`src/rtl/upd_pkg.sv`:
```
// Shared types, character codes and hex lookup for the URL percent decoder.
// No dependencies; used by upd_front, upd_back and the top level.
package upd_pkg;

  localparam logic [7:0] CH_PERCENT = 8'h25;
  localparam logic [7:0] CH_PLUS    = 8'h2B;
  localparam logic [7:0] CH_SPACE   = 8'h20;

  // One classified input byte: up to three candidate output bytes.
  typedef struct packed {
    logic [2:0][7:0] bytes;
    logic [1:0]      cnt;
    logic            last;
  } entry_t;

  // Bit 4 set: not a hex digit. Bits 3:0: nibble value.
  function automatic logic [4:0] hex_value(input logic [7:0] c);
    logic [4:0] v;
    v = 5'b10000;
    if (c >= 8'h30 && c <= 8'h39) begin
      v = {1'b0, c[3:0]};
    end else if ((c >= 8'h41 && c <= 8'h46) || (c >= 8'h61 && c <= 8'h66)) begin
      v = {1'b0, 4'(c[3:0] + 4'd9)};
    end
    return v;
  endfunction

  function automatic logic [7:0] plain_byte(input logic [7:0] b);
    return (b == CH_PLUS) ? CH_SPACE : b;
  endfunction

endpackage

```
`src/rtl/upd_fifo.sv`:
```
// Small register queue between the decoder front and back.
// Generic width and depth; no package dependency.
module upd_fifo #(
  parameter int WIDTH = 27,
  parameter int DEPTH = 4
) (
  input  logic             clk,
  input  logic             rst_n,
  input  logic             push,
  input  logic [WIDTH-1:0] push_data,
  input  logic             pop,
  output logic [WIDTH-1:0] pop_data,
  output logic             empty,
  output logic             full
);

  localparam int PW = $clog2(DEPTH);
  localparam int CW = $clog2(DEPTH + 1);

  logic [WIDTH-1:0] mem_r [DEPTH];
  logic [PW-1:0]    wr_ptr_r, wr_ptr_nxt;
  logic [PW-1:0]    rd_ptr_r, rd_ptr_nxt;
  logic [CW-1:0]    count_r, count_nxt;

  assign empty    = (count_r == '0);
  assign full     = (count_r == CW'(DEPTH));
  assign pop_data = mem_r[rd_ptr_r];

  always_comb begin
    wr_ptr_nxt = wr_ptr_r;
    rd_ptr_nxt = rd_ptr_r;
    count_nxt  = count_r;
    if (push) begin
      wr_ptr_nxt = (wr_ptr_r == PW'(DEPTH - 1)) ? '0 : wr_ptr_r + 1'b1;
    end
    if (pop) begin
      rd_ptr_nxt = (rd_ptr_r == PW'(DEPTH - 1)) ? '0 : rd_ptr_r + 1'b1;
    end
    if (push && !pop) begin
      count_nxt = count_r + 1'b1;
    end else if (pop && !push) begin
      count_nxt = count_r - 1'b1;
    end
  end

  always_ff @(posedge clk) begin
    if (!rst_n) begin
      wr_ptr_r <= '0;
      rd_ptr_r <= '0;
      count_r  <= '0;
    end else begin
      wr_ptr_r <= wr_ptr_nxt;
      rd_ptr_r <= rd_ptr_nxt;
      count_r  <= count_nxt;
    end
  end

  always_ff @(posedge clk) begin
    if (push) begin
      mem_r[wr_ptr_r] <= push_data;
    end
  end

endmodule

```
`src/rtl/upd_front.sv`:
```
// Decoder front: accepts input bytes, tracks pending escapes, and turns each
// byte that yields output or ends a stream into a queue entry. Uses upd_pkg.
module upd_front (
  input  logic            clk,
  input  logic            rst_n,
  input  logic            in_valid,
  output logic            in_stall,
  input  logic [7:0]      in_byte,
  input  logic            in_last,
  input  logic            q_full,
  output logic            push,
  output upd_pkg::entry_t push_entry
);

  localparam logic [1:0] PEND_NONE = 2'd0;
  localparam logic [1:0] PEND_PCT  = 2'd1;
  localparam logic [1:0] PEND_DIG  = 2'd2;

  logic [1:0]      pend_r, pend_nxt;
  logic [7:0]      held_r, held_nxt;
  logic [4:0]      hb, hh;
  logic [2:0][7:0] slots;
  logic [1:0]      n;
  logic            accept;

  assign in_stall = q_full;
  assign accept   = in_valid && !q_full;

  always_comb begin
    slots    = '0;
    n        = 2'd0;
    pend_nxt = pend_r;
    held_nxt = held_r;
    hb       = upd_pkg::hex_value(in_byte);
    hh       = upd_pkg::hex_value(held_r);
    case (pend_r)
      PEND_NONE: begin
        if (in_byte == upd_pkg::CH_PERCENT) begin
          pend_nxt = PEND_PCT;
        end else begin
          slots[n] = upd_pkg::plain_byte(in_byte);
          n = n + 2'd1;
        end
      end
      PEND_PCT: begin
        if (!hb[4]) begin
          held_nxt = in_byte;
          pend_nxt = PEND_DIG;
        end else begin
          pend_nxt = PEND_NONE;
          slots[n] = upd_pkg::CH_PERCENT;
          n = n + 2'd1;
          if (in_byte == upd_pkg::CH_PERCENT) begin
            pend_nxt = PEND_PCT;
          end else begin
            slots[n] = upd_pkg::plain_byte(in_byte);
            n = n + 2'd1;
          end
        end
      end
      default: begin
        pend_nxt = PEND_NONE;
        if (!hb[4]) begin
          slots[n] = {hh[3:0], hb[3:0]};
          n = n + 2'd1;
        end else begin
          slots[n] = upd_pkg::CH_PERCENT;
          n = n + 2'd1;
          slots[n] = held_r;
          n = n + 2'd1;
          if (in_byte == upd_pkg::CH_PERCENT) begin
            pend_nxt = PEND_PCT;
          end else begin
            slots[n] = upd_pkg::plain_byte(in_byte);
            n = n + 2'd1;
          end
        end
      end
    endcase
    if (in_last) begin
      if (pend_nxt != PEND_NONE) begin
        slots[n] = upd_pkg::CH_PERCENT;
        n = n + 2'd1;
      end
      if (pend_nxt == PEND_DIG) begin
        slots[n] = held_nxt;
        n = n + 2'd1;
      end
      pend_nxt = PEND_NONE;
      held_nxt = 8'd0;
    end
  end

  assign push             = accept && ((n != 2'd0) || in_last);
  assign push_entry.bytes = slots;
  assign push_entry.cnt   = n;
  assign push_entry.last  = in_last;

  always_ff @(posedge clk) begin
    if (!rst_n) begin
      pend_r <= PEND_NONE;
      held_r <= 8'd0;
    end else if (accept) begin
      pend_r <= pend_nxt;
      held_r <= held_nxt;
    end
  end

endmodule

```
`src/rtl/upd_back.sv`:
```
// Decoder back: drains entries one candidate byte per cycle unless stalled,
// applies output capacity, drives the registered result channel. Uses upd_pkg.
module upd_back (
  input  logic            clk,
  input  logic            rst_n,
  input  upd_pkg::entry_t head,
  input  logic            q_empty,
  output logic            pop,
  input  logic [15:0]     capacity,
  output logic            out_item_valid,
  input  logic            out_stall,
  output logic [7:0]      out_byte,
  output logic            out_valid,
  output logic            out_last,
  output logic            out_overflow,
  output logic [15:0]     out_length
);

  logic [1:0]  k_r, k_nxt;
  logic [15:0] count_r, count_nxt;
  logic        ovf_r, ovf_nxt;

  logic        oitem_r, oitem_nxt;
  logic [7:0]  obyte_r;
  logic        ovalid_r, olast_r, oovf_r;
  logic [15:0] olen_r;

  logic        ld_ok, load;
  logic        r_vld, r_last, r_ovf;
  logic [7:0]  r_byte;
  logic [15:0] r_len;
  logic [7:0]  cur;
  logic        last_slot, emit_ok, fin;
  logic [15:0] cnt_inc;

  always_comb begin
    k_nxt     = k_r;
    count_nxt = count_r;
    ovf_nxt   = ovf_r;
    pop       = 1'b0;
    load      = 1'b0;
    r_vld     = 1'b0;
    r_byte    = 8'd0;
    r_last    = 1'b0;
    r_ovf     = 1'b0;
    r_len     = 16'd0;
    fin       = 1'b0;
    ld_ok     = !oitem_r || !out_stall;
    cur       = head.bytes[k_r];
    last_slot = (k_r == head.cnt - 2'd1);
    emit_ok   = !ovf_r && (count_r < capacity);
    cnt_inc   = count_r + 16'd1;
    if (!q_empty && ld_ok) begin
      if (head.cnt == 2'd0) begin
        load   = 1'b1;
        r_last = 1'b1;
        r_ovf  = ovf_r;
        r_len  = ovf_r ? 16'd0 : count_r;
        pop    = 1'b1;
        k_nxt  = 2'd0;
        count_nxt = 16'd0;
        ovf_nxt   = 1'b0;
      end else if (emit_ok) begin
        load   = 1'b1;
        r_vld  = 1'b1;
        r_byte = cur;
        fin    = head.last && (last_slot || (cnt_inc == capacity));
        if (fin) begin
          r_last    = 1'b1;
          r_ovf     = !last_slot;
          r_len     = last_slot ? cnt_inc : 16'd0;
          pop       = 1'b1;
          k_nxt     = 2'd0;
          count_nxt = 16'd0;
          ovf_nxt   = 1'b0;
        end else begin
          count_nxt = cnt_inc;
          if (last_slot) begin
            pop   = 1'b1;
            k_nxt = 2'd0;
          end else begin
            k_nxt = k_r + 2'd1;
          end
        end
      end else if (head.last) begin
        load      = 1'b1;
        r_last    = 1'b1;
        r_ovf     = 1'b1;
        pop       = 1'b1;
        k_nxt     = 2'd0;
        count_nxt = 16'd0;
        ovf_nxt   = 1'b0;
      end else begin
        // capacity hit: drop the rest of this entry
        ovf_nxt = 1'b1;
        pop     = 1'b1;
        k_nxt   = 2'd0;
      end
    end
    oitem_nxt = oitem_r;
    if (load) begin
      oitem_nxt = 1'b1;
    end else if (!out_stall) begin
      oitem_nxt = 1'b0;
    end
  end

  always_ff @(posedge clk) begin
    if (!rst_n) begin
      k_r     <= 2'd0;
      count_r <= 16'd0;
      ovf_r   <= 1'b0;
      oitem_r <= 1'b0;
    end else begin
      k_r     <= k_nxt;
      count_r <= count_nxt;
      ovf_r   <= ovf_nxt;
      oitem_r <= oitem_nxt;
    end
  end

  always_ff @(posedge clk) begin
    if (load) begin
      obyte_r  <= r_byte;
      ovalid_r <= r_vld;
      olast_r  <= r_last;
      oovf_r   <= r_ovf;
      olen_r   <= r_len;
    end
  end

  assign out_item_valid = oitem_r;
  assign out_byte       = obyte_r;
  assign out_valid      = ovalid_r;
  assign out_last       = olast_r;
  assign out_overflow   = oovf_r;
  assign out_length     = olen_r;

`ifndef ASSERT_OFF
  a_slot_range: assert property (@(posedge clk) disable iff (!rst_n)
    k_r != 2'd3)
    else $error("candidate index out of range");

  a_ovf_len: assert property (@(posedge clk) disable iff (!rst_n)
    (oitem_r && oovf_r) |-> (olast_r && olen_r == 16'd0))
    else $error("overflow result without last or with nonzero length");

  a_empty_is_last: assert property (@(posedge clk) disable iff (!rst_n)
    (oitem_r && !ovalid_r) |-> olast_r)
    else $error("byteless result that is not final");

  a_stream_reset: assert property (@(posedge clk) disable iff (!rst_n)
    (load && r_last) |=> (count_r == 16'd0 && !ovf_r && k_r == 2'd0))
    else $error("stream state not cleared after final result");
`endif

endmodule

```
`src/rtl/url_percent_decoder.sv`:
```
// URL percent decoder (form flavor) top level: front, queue and back.
// Depends on upd_pkg, upd_front, upd_fifo and upd_back.
//
// Takes one encoded byte per cycle while in_stall is low. Each transfer's
// decoded bytes (zero to three) are queued and leave the back end one result
// per cycle while out_stall is low; a byte that only yields a final status
// still gives one result, and none comes out when the output capacity drops
// the rest of an entry that does not end the stream. The QUEUE_DEPTH-entry
// queue absorbs bursts, and in_stall rises only when it is full. Results go
// out through a single output register. The capacity register is written
// through cfg_* and is ready every cycle.
module url_percent_decoder #(
  parameter int QUEUE_DEPTH = 4
) (
  input  logic        clk,
  input  logic        rst_n,
  input  logic        cfg_valid,
  output logic        cfg_ready,
  input  logic [15:0] cfg_out_capacity,
  input  logic        in_valid,
  output logic        in_stall,
  input  logic [7:0]  in_byte,
  input  logic        in_last,
  output logic        out_item_valid,
  input  logic        out_stall,
  output logic [7:0]  out_byte,
  output logic        out_valid,
  output logic        out_last,
  output logic        out_overflow,
  output logic [15:0] out_length
);

  localparam int EW = $bits(upd_pkg::entry_t);

  logic [15:0]     cap_r;
  logic            q_push, q_pop, q_empty, q_full;
  upd_pkg::entry_t push_entry, head;
  logic [EW-1:0]   head_bits;

  assign cfg_ready = 1'b1;

  always_ff @(posedge clk) begin
    if (!rst_n) begin
      cap_r <= 16'hFFFF;
    end else if (cfg_valid) begin
      cap_r <= cfg_out_capacity;
    end
  end

  upd_front u_front (
    .clk        (clk),
    .rst_n      (rst_n),
    .in_valid   (in_valid),
    .in_stall   (in_stall),
    .in_byte    (in_byte),
    .in_last    (in_last),
    .q_full     (q_full),
    .push       (q_push),
    .push_entry (push_entry)
  );

  upd_fifo #(
    .WIDTH (EW),
    .DEPTH (QUEUE_DEPTH)
  ) u_fifo (
    .clk       (clk),
    .rst_n     (rst_n),
    .push      (q_push),
    .push_data (push_entry),
    .pop       (q_pop),
    .pop_data  (head_bits),
    .empty     (q_empty),
    .full      (q_full)
  );

  assign head = upd_pkg::entry_t'(head_bits);

  upd_back u_back (
    .clk            (clk),
    .rst_n          (rst_n),
    .head           (head),
    .q_empty        (q_empty),
    .pop            (q_pop),
    .capacity       (cap_r),
    .out_item_valid (out_item_valid),
    .out_stall      (out_stall),
    .out_byte       (out_byte),
    .out_valid      (out_valid),
    .out_last       (out_last),
    .out_overflow   (out_overflow),
    .out_length     (out_length)
  );

endmodule

```
`config.mk`:
```
export PLATFORM = sky130hd
export DESIGN_NAME = url_percent_decoder
export DESIGN_NICKNAME = d
export VERILOG_FILES = /design/src/rtl/upd_pkg.sv /design/src/rtl/upd_fifo.sv /design/src/rtl/upd_front.sv /design/src/rtl/upd_back.sv /design/src/rtl/url_percent_decoder.sv
export SDC_FILE = /design/constraint.sdc
export NUM_CORES = 1
export LEC_CHECK = 0
export ABC_AREA = 1
export BUFFER_PORTS_ARGS = -buffer_cell sky130_fd_sc_hd__buf_2
export CAP_MARGIN = 20
export CORE_MARGIN = 1.5
export CORE_UTILIZATION = 41
export CTS_CLUSTER_SIZE = 10
export DETAILED_ROUTE_END_ITERATION = 8
export PLACE_DENSITY_LB_ADDON = 0.25
export SLEW_MARGIN = 10
export SYNTH_ARGS = -nofsm -noshare
export SYNTH_HDL_FRONTEND = slang
export SYNTH_SLANG_ARGS = --single-unit
export TNS_END_PERCENT = 5
```
`constraint.sdc`:
```
create_clock -name clk -period 12.3 [get_ports clk]
set_clock_uncertainty 0.1 [all_clocks]
set_input_delay 2.46 -clock clk [delete_from_list [all_inputs] [get_ports clk]]
set_output_delay 2.46 -clock clk [all_outputs]
set_load 0.005 [all_outputs]
```
* Word-level counts from Yosys, hierarchy flattened
Memory sizes are Yosys's and may differ from the RTL's. A register that Yosys moved wholly into a read port is not among the register bits. Index checks and enable logic that the tools add are counted. W data, S select, Z words.
Word-level totals: word-level logic and storage cells 186, output and inout bits 30, bits in writable memories 108, register bits 80, memories kept 1
Memories:
- u_fifo.mem_r | words 4, bits a word 27, read ports 1, clocked after memory_dff 1, wr ports 1, line upd_fifo.sv:20 | logic [WIDTH-1:0] mem_r [DEPTH];
Operators by class: $lt $le $gt $ge 18, reduce and logical (&&, ||, !) cells 40, bitwise logic cells 5, equality and inequality tests 11, add/sub/neg operators 11, mux-type cells 85
Operator list (number):
- $mux W16 | 11
- $mux W24 | 4
- $mux W8 | 10
- $mux W2 | 19
- $demux W8 S2 | 2
- $ge A8 B7 Y1 const B | 4
- $le A8 B7 Y1 const B | 4
- $pmux W8 S2 | 2
- $mux W1 | 27
- $bwmux W24 | 1
- $add A16 B1 Y16 const B | 1
- $bmux W8 S2 | 1
- $eq A16 B16 Y1 | 1
- $eq A8 B6 Y1 const B | 2
- $ge A8 B6 Y1 const B | 2
- $le A8 B6 Y1 const B | 2
- $lt A16 B16 Y1 | 1
- $and A15 B15 Y15 | 1
- $logic_and A1 B1 Y1 | 15
- $not A15 Y15 | 1
- $add A2 B1 Y2 const B | 5
- $mux W5 | 2
- $lt A2 B3 Y1 const B | 3
- $or A9 B9 Y9 | 1
- 24 further kinds | 48

* Longest topological paths before layout
depth in word-level cells 20, mapped depth 23, depth with buffers taken out 23

* Hierarchy
A second synthesis with hierarchy kept.
Unflattened totals: cell total of the unflattened synthesis 1155, area, all modules 10202.3 sq um
Modules (own cells, without submodules):
- upd_fifo | area an instance 4510.6 sq um, cells each 320, sequential area each 3423.3 sq um, times used 1
- upd_back | area an instance 3250.6 sq um, cells each 443, sequential area each 1211.2 sq um, times used 1
- upd_front | area an instance 1761.7 sq um, cells each 320, sequential area each 200.2 sq um, times used 1
- url_percent_decoder | area an instance 679.4 sq um, cells each 72, sequential area each 320.3 sq um, times used 1

* Worst setup path before layout
Ideal clock, no wire load.
path kind input to register, from in in_byte[0], to mem u_fifo.mem_r[0][0], enable pin, arrival 5115 ps, stages 14, slack 6674 ps, data required time 11789 ps, path through inv_1 -> ha_1 -> o21ai_1 -> nand2_1 -> nand4_1 -> nand2_2 -> nor2_2 -> inv_1 -> or2_1 -> nand2_1 -> inv_1 -> nand2_1 -> nand2_2 -> nor2_1
Between the ends: longest elaborated chain between the ends 18
Ends and longest elaborated chain:
- from (decl) | line url_percent_decoder.sv:22 | input logic [7:0] in_byte,
- $ge A8 B7 Y1 / $le A8 B7 Y1 (equally long branches) | line upd_pkg.sv:22 | end else if ((c >= 8'h41 && c <= 8'h46) || (c >= 8'h61 && c <= 8'h66)) begin
- $logic_and A1 B1 Y1 | line upd_pkg.sv:22
- $logic_or A1 B1 Y1 | line upd_pkg.sv:22
- $mux W5 | line upd_pkg.sv:22
- $mux W5 | line upd_pkg.sv:20 | if (c >= 8'h30 && c <= 8'h39) begin
- $mux W2, on equally long branches | line upd_front.sv:63, upd_front.sv:46
- $pmux W2 S2 | line upd_front.sv:36 | case (pend_r)
- $add A2 B1 Y2 / $reduce_bool A2 Y1 (equally long branches) | line upd_front.sv:83, upd_front.sv:81
- [2 not listed]
- $add A2 B1 Y2 | line upd_front.sv:87 | n = n + 2'd1;
- $mux W2 | line upd_front.sv:85 | if (pend_nxt == PEND_DIG) begin
- $mux W2 (*) | line upd_front.sv:80 | if (in_last) begin
- $reduce_bool A2 Y1 (*) | line upd_front.sv:94 | assign push = accept && ((n != 2'd0) || in_last);
- $logic_or A1 B1 Y1 (*) | line upd_front.sv:94
- $logic_and A1 B1 Y1 (*) | line upd_front.sv:94
- $mux W1 (*) | line upd_fifo.sv:59 | if (push) begin
- $mux W1 (implied by the code) (*) | line upd_fifo.sv:60 | mem_r[wr_ptr_r] <= push_data;
- to (decl) | line upd_fifo.sv:20
Every way passes the cells marked *; elsewhere a longest branch is shown, timed or not. The select of a mux whose other input is x is not followed.

==> qor.txt <==
I/O Buffers -> 58
Post-CTS Resized -> 0
Setup CP Type -> in2reg
Leakage -> 0.00413 uW
Peak Freq -> 0.182 GHz
Avg Vias per Cell -> 5.37
Core ar. -> 0.0226 mm2
full die area -> 0.0238 mm2
Synth Instances -> 1013
Via Count -> 7319
Initial Util -> 41.6%
Power, Total -> 2000 uW
CP endpoint kind -> flip-flop
period utilization -> 44.8%
Die H -> 154 um
commonest non-fill, non-tap cells in the layout -> 172 x nand2_1, 135 x edfxtp_1, 110 x o21ai_0
most common cell after layout, fill and taps aside -> nand2_1
vias in the first global route -> 6996
CTS tree -> yes
worst endpoint required time -> 12.40 ns
worst vdd ir -> 0.107 mV
total wire length -> 22900 um
average cell area after synthesis -> 9.26 um2
Async SR Flop Fraction -> 0%
count of final setup violators -> 0
Hold Violations, Final -> 0
initial antenna violation count -> 0
unrepaired setup endpoints after global routing -> false
CP max stage cell -> o21ai_0
largest cells by area after synthesis -> edfxtp_1 43%, dfxtp_1 12%, nand2_1 6.9%
diode count -> 0
top-area cell type share of the netlist area -> 43.2%
critical path cell sequence -> buf_2, inv_1, ha_1, o21ai_1, nand2_1, nand4_1, nand2_2, nor2_2, inv_1, or2_1, nand2_1, inv_1, ha_1, inv_1, nand4_1, inv_1, o21ai_0, inv_1, o21ai_0
IO Count -> 60
Slew @ Worst Pin -> 1.08 ns
CP startpoint kind -> input port
Max stage delay on crit path -> 0.37 ns
1st-iter DRT viols -> 591
drt first pass iters -> 5
CTS H-Tree Depth -> 4
DP HPWL -> 15600 um
Cell variety after synth -> 50
Critical Path Fanout Max -> 9
GR Overflow Total -> 0
Layout area overhead -> 12.6%
Avg WL per Cell -> 16.8 um
CTS clk-pin slew, worst paths -> 0.07 ns
setup TNS -> 0 ns
cts hold-fix bufs -> 0
crit path DAT -> 5.61 ns
# rows -> 55
clock sinks -> 190
net count after synthesis -> 1079
Seq/Total Area, Yosys -> 54.9%
Post-synth top flop -> edfxtp_1
min cycle time layout -> 5.51 ns
Die W -> 154 um
crit path buf inv count -> 7
largest net degree at the start of global routing -> 56
gp weighted congestion -> 0.924
number of flops mapped to enable cells by yosys -> 135
status -> completed
Clock Tree Buf Depth -> 2
Residual DRC -> 0
worst rel slew slack -> 28.0%
Total GRT Usage -> 20.0%
first-pass GRT wire length -> 37200 um
most used cell along the critical path -> inv_1
layout filler cell count -> 2124
Slew Viols, Final -> 0
register bit total from synthesis -> 190
Largest delay share family, worst path -> simple AND/OR/NAND/NOR gates
root buffer cell -> clkbuf_16
TritonCTS Buffers -> 17
Post-Syn Area -> 0.00938 mm2
Hold Path Class -> reg2reg
Nets -> 1130
worst-skew pair later-pin latency -> 0.43 ns
final core occ -> 46.8%
layout cells sized above 1 -> 12.1%
worst hold margin -> 0.377 ns
Reg2Reg Setup Slack -> 7.82 ns
post-route ant nets -> 0
largest area contributor in the netlist -> edfxtp_1
Pwr Density -> 190 mW/mm2
max_cap viols -> 0
Synth Warn # -> 0
final critical-path setup slack -> 6.79 ns
postcts setup bufs -> 0
dpl ws -> 6.45 ns
-- kinds of logic after synthesis --
kind of cell | share of synthesized area [%]
AND/OR/NAND/NOR | 17.0
AO/OA/AOI/OAI | 15.6
flip-flops | 54.9
buffers and inverters | 6.01
adder cells (fa/ha/maj) | 4.88
XOR/XNOR | 1.52
other | 0.0400
-- worst paths after layout --
kind,start,endpoint,cells past startpoint
setup reg to reg,flip-flop,u_fifo.count_r[2],19
hold reg to reg,cap_r[0],cap_r[0],2
setup / recovery,in_byte[0],u_fifo.mem_r[0][14],19
hold / removal,cap_r[0],cap_r[0],2
-- layer usage --
metal	GRT usage (%)	vias up	wire length, um
met5	0	-	0
met4	5.40	0	286
met3	3.31	24	1340
met2	32.1	246	10400
met1	28.2	3422	10800
li1	-	3627	-
-- flip-flops by register name (all words and copies together) (netlist names), named ones only --
name and cells:
u_fifo.count_r 3, u_back.out_overflow 1, u_back.out_item_valid 1, u_back.k_r 2
u_fifo.rd_ptr_r 2, u_back.ovf_r 1, u_front.pend_r 2, u_back.out_last 1
u_back.count_r 16, cap_r 16, u_fifo.wr_ptr_r 2, u_back.out_byte 8
u_fifo.mem_r 108, u_back.out_length 16, u_front.held_r 8, u_back.out_valid 1
-- cell type report --
cell class / instances / area (um2) / area share (%)
sequential: 190 / 5150 / 48.8
multi-input combinational: 678 / 3690 / 35.0
clock buffer: 20 / 437 / 4.14
tap: 285 / 357 / 3.38
clock inverter: 12 / 135 / 1.28
timing repair buffer: 68 / 373 / 3.53
inverter: 109 / 409 / 3.87
-- cell usage after synthesis, types with 2 or more instances --
cell type	instances
inv_1	100
nor2_2	7
ha_1	35
clkbuf_1	29
o221ai_1	11
o211ai_1	7
o31ai_1	2
o21ai_0	110
nand2_2	7
nand4_1	7
edfxtp_1	135
inv_2	5
a22o_1	2
nor4_1	3
xor2_1	9
nor3_1	15
clkinv_1	4
a31oi_1	3
nor2_8	2
o21ai_1	4
o21a_1	2
a32o_1	2
buf_4	2
nor2_1	99
xnor2_1	2
nand3_1	49
a21oi_2	3
dfxtp_1	55
nand2_1	172
a21oi_1	74
o22ai_1	34
buf_2	4
-- tightest hold or removal path, cell delays in order (launching register included) --
cell,delay [ns]
dfxtp_1,0.33
inv_1,0.05
o21ai_0,0.06
-- power by group --
| group | leakage (uW) | total [uW] | internal (uW) | switching [uW] |
|---|---|---|---|---|
| clock | 0.000269 | 541 | 301 | 240 |
| combinational | 0.00213 | 611 | 174 | 438 |
| sequential | 0.00173 | 849 | 812 | 36.5 |
| total | 0.00413 | 2000 | 1290 | 714 |
-- stage by stage --
stage               instances  instance area (um2)
finish                   1362                10600
global route             1362                10600
CTS                      1361                10500
detailed placement       1329                 9970
global placement         1329                 9970
floorplan                1013                 9380
No activity file was read; power rests on OpenSTA's default activity.
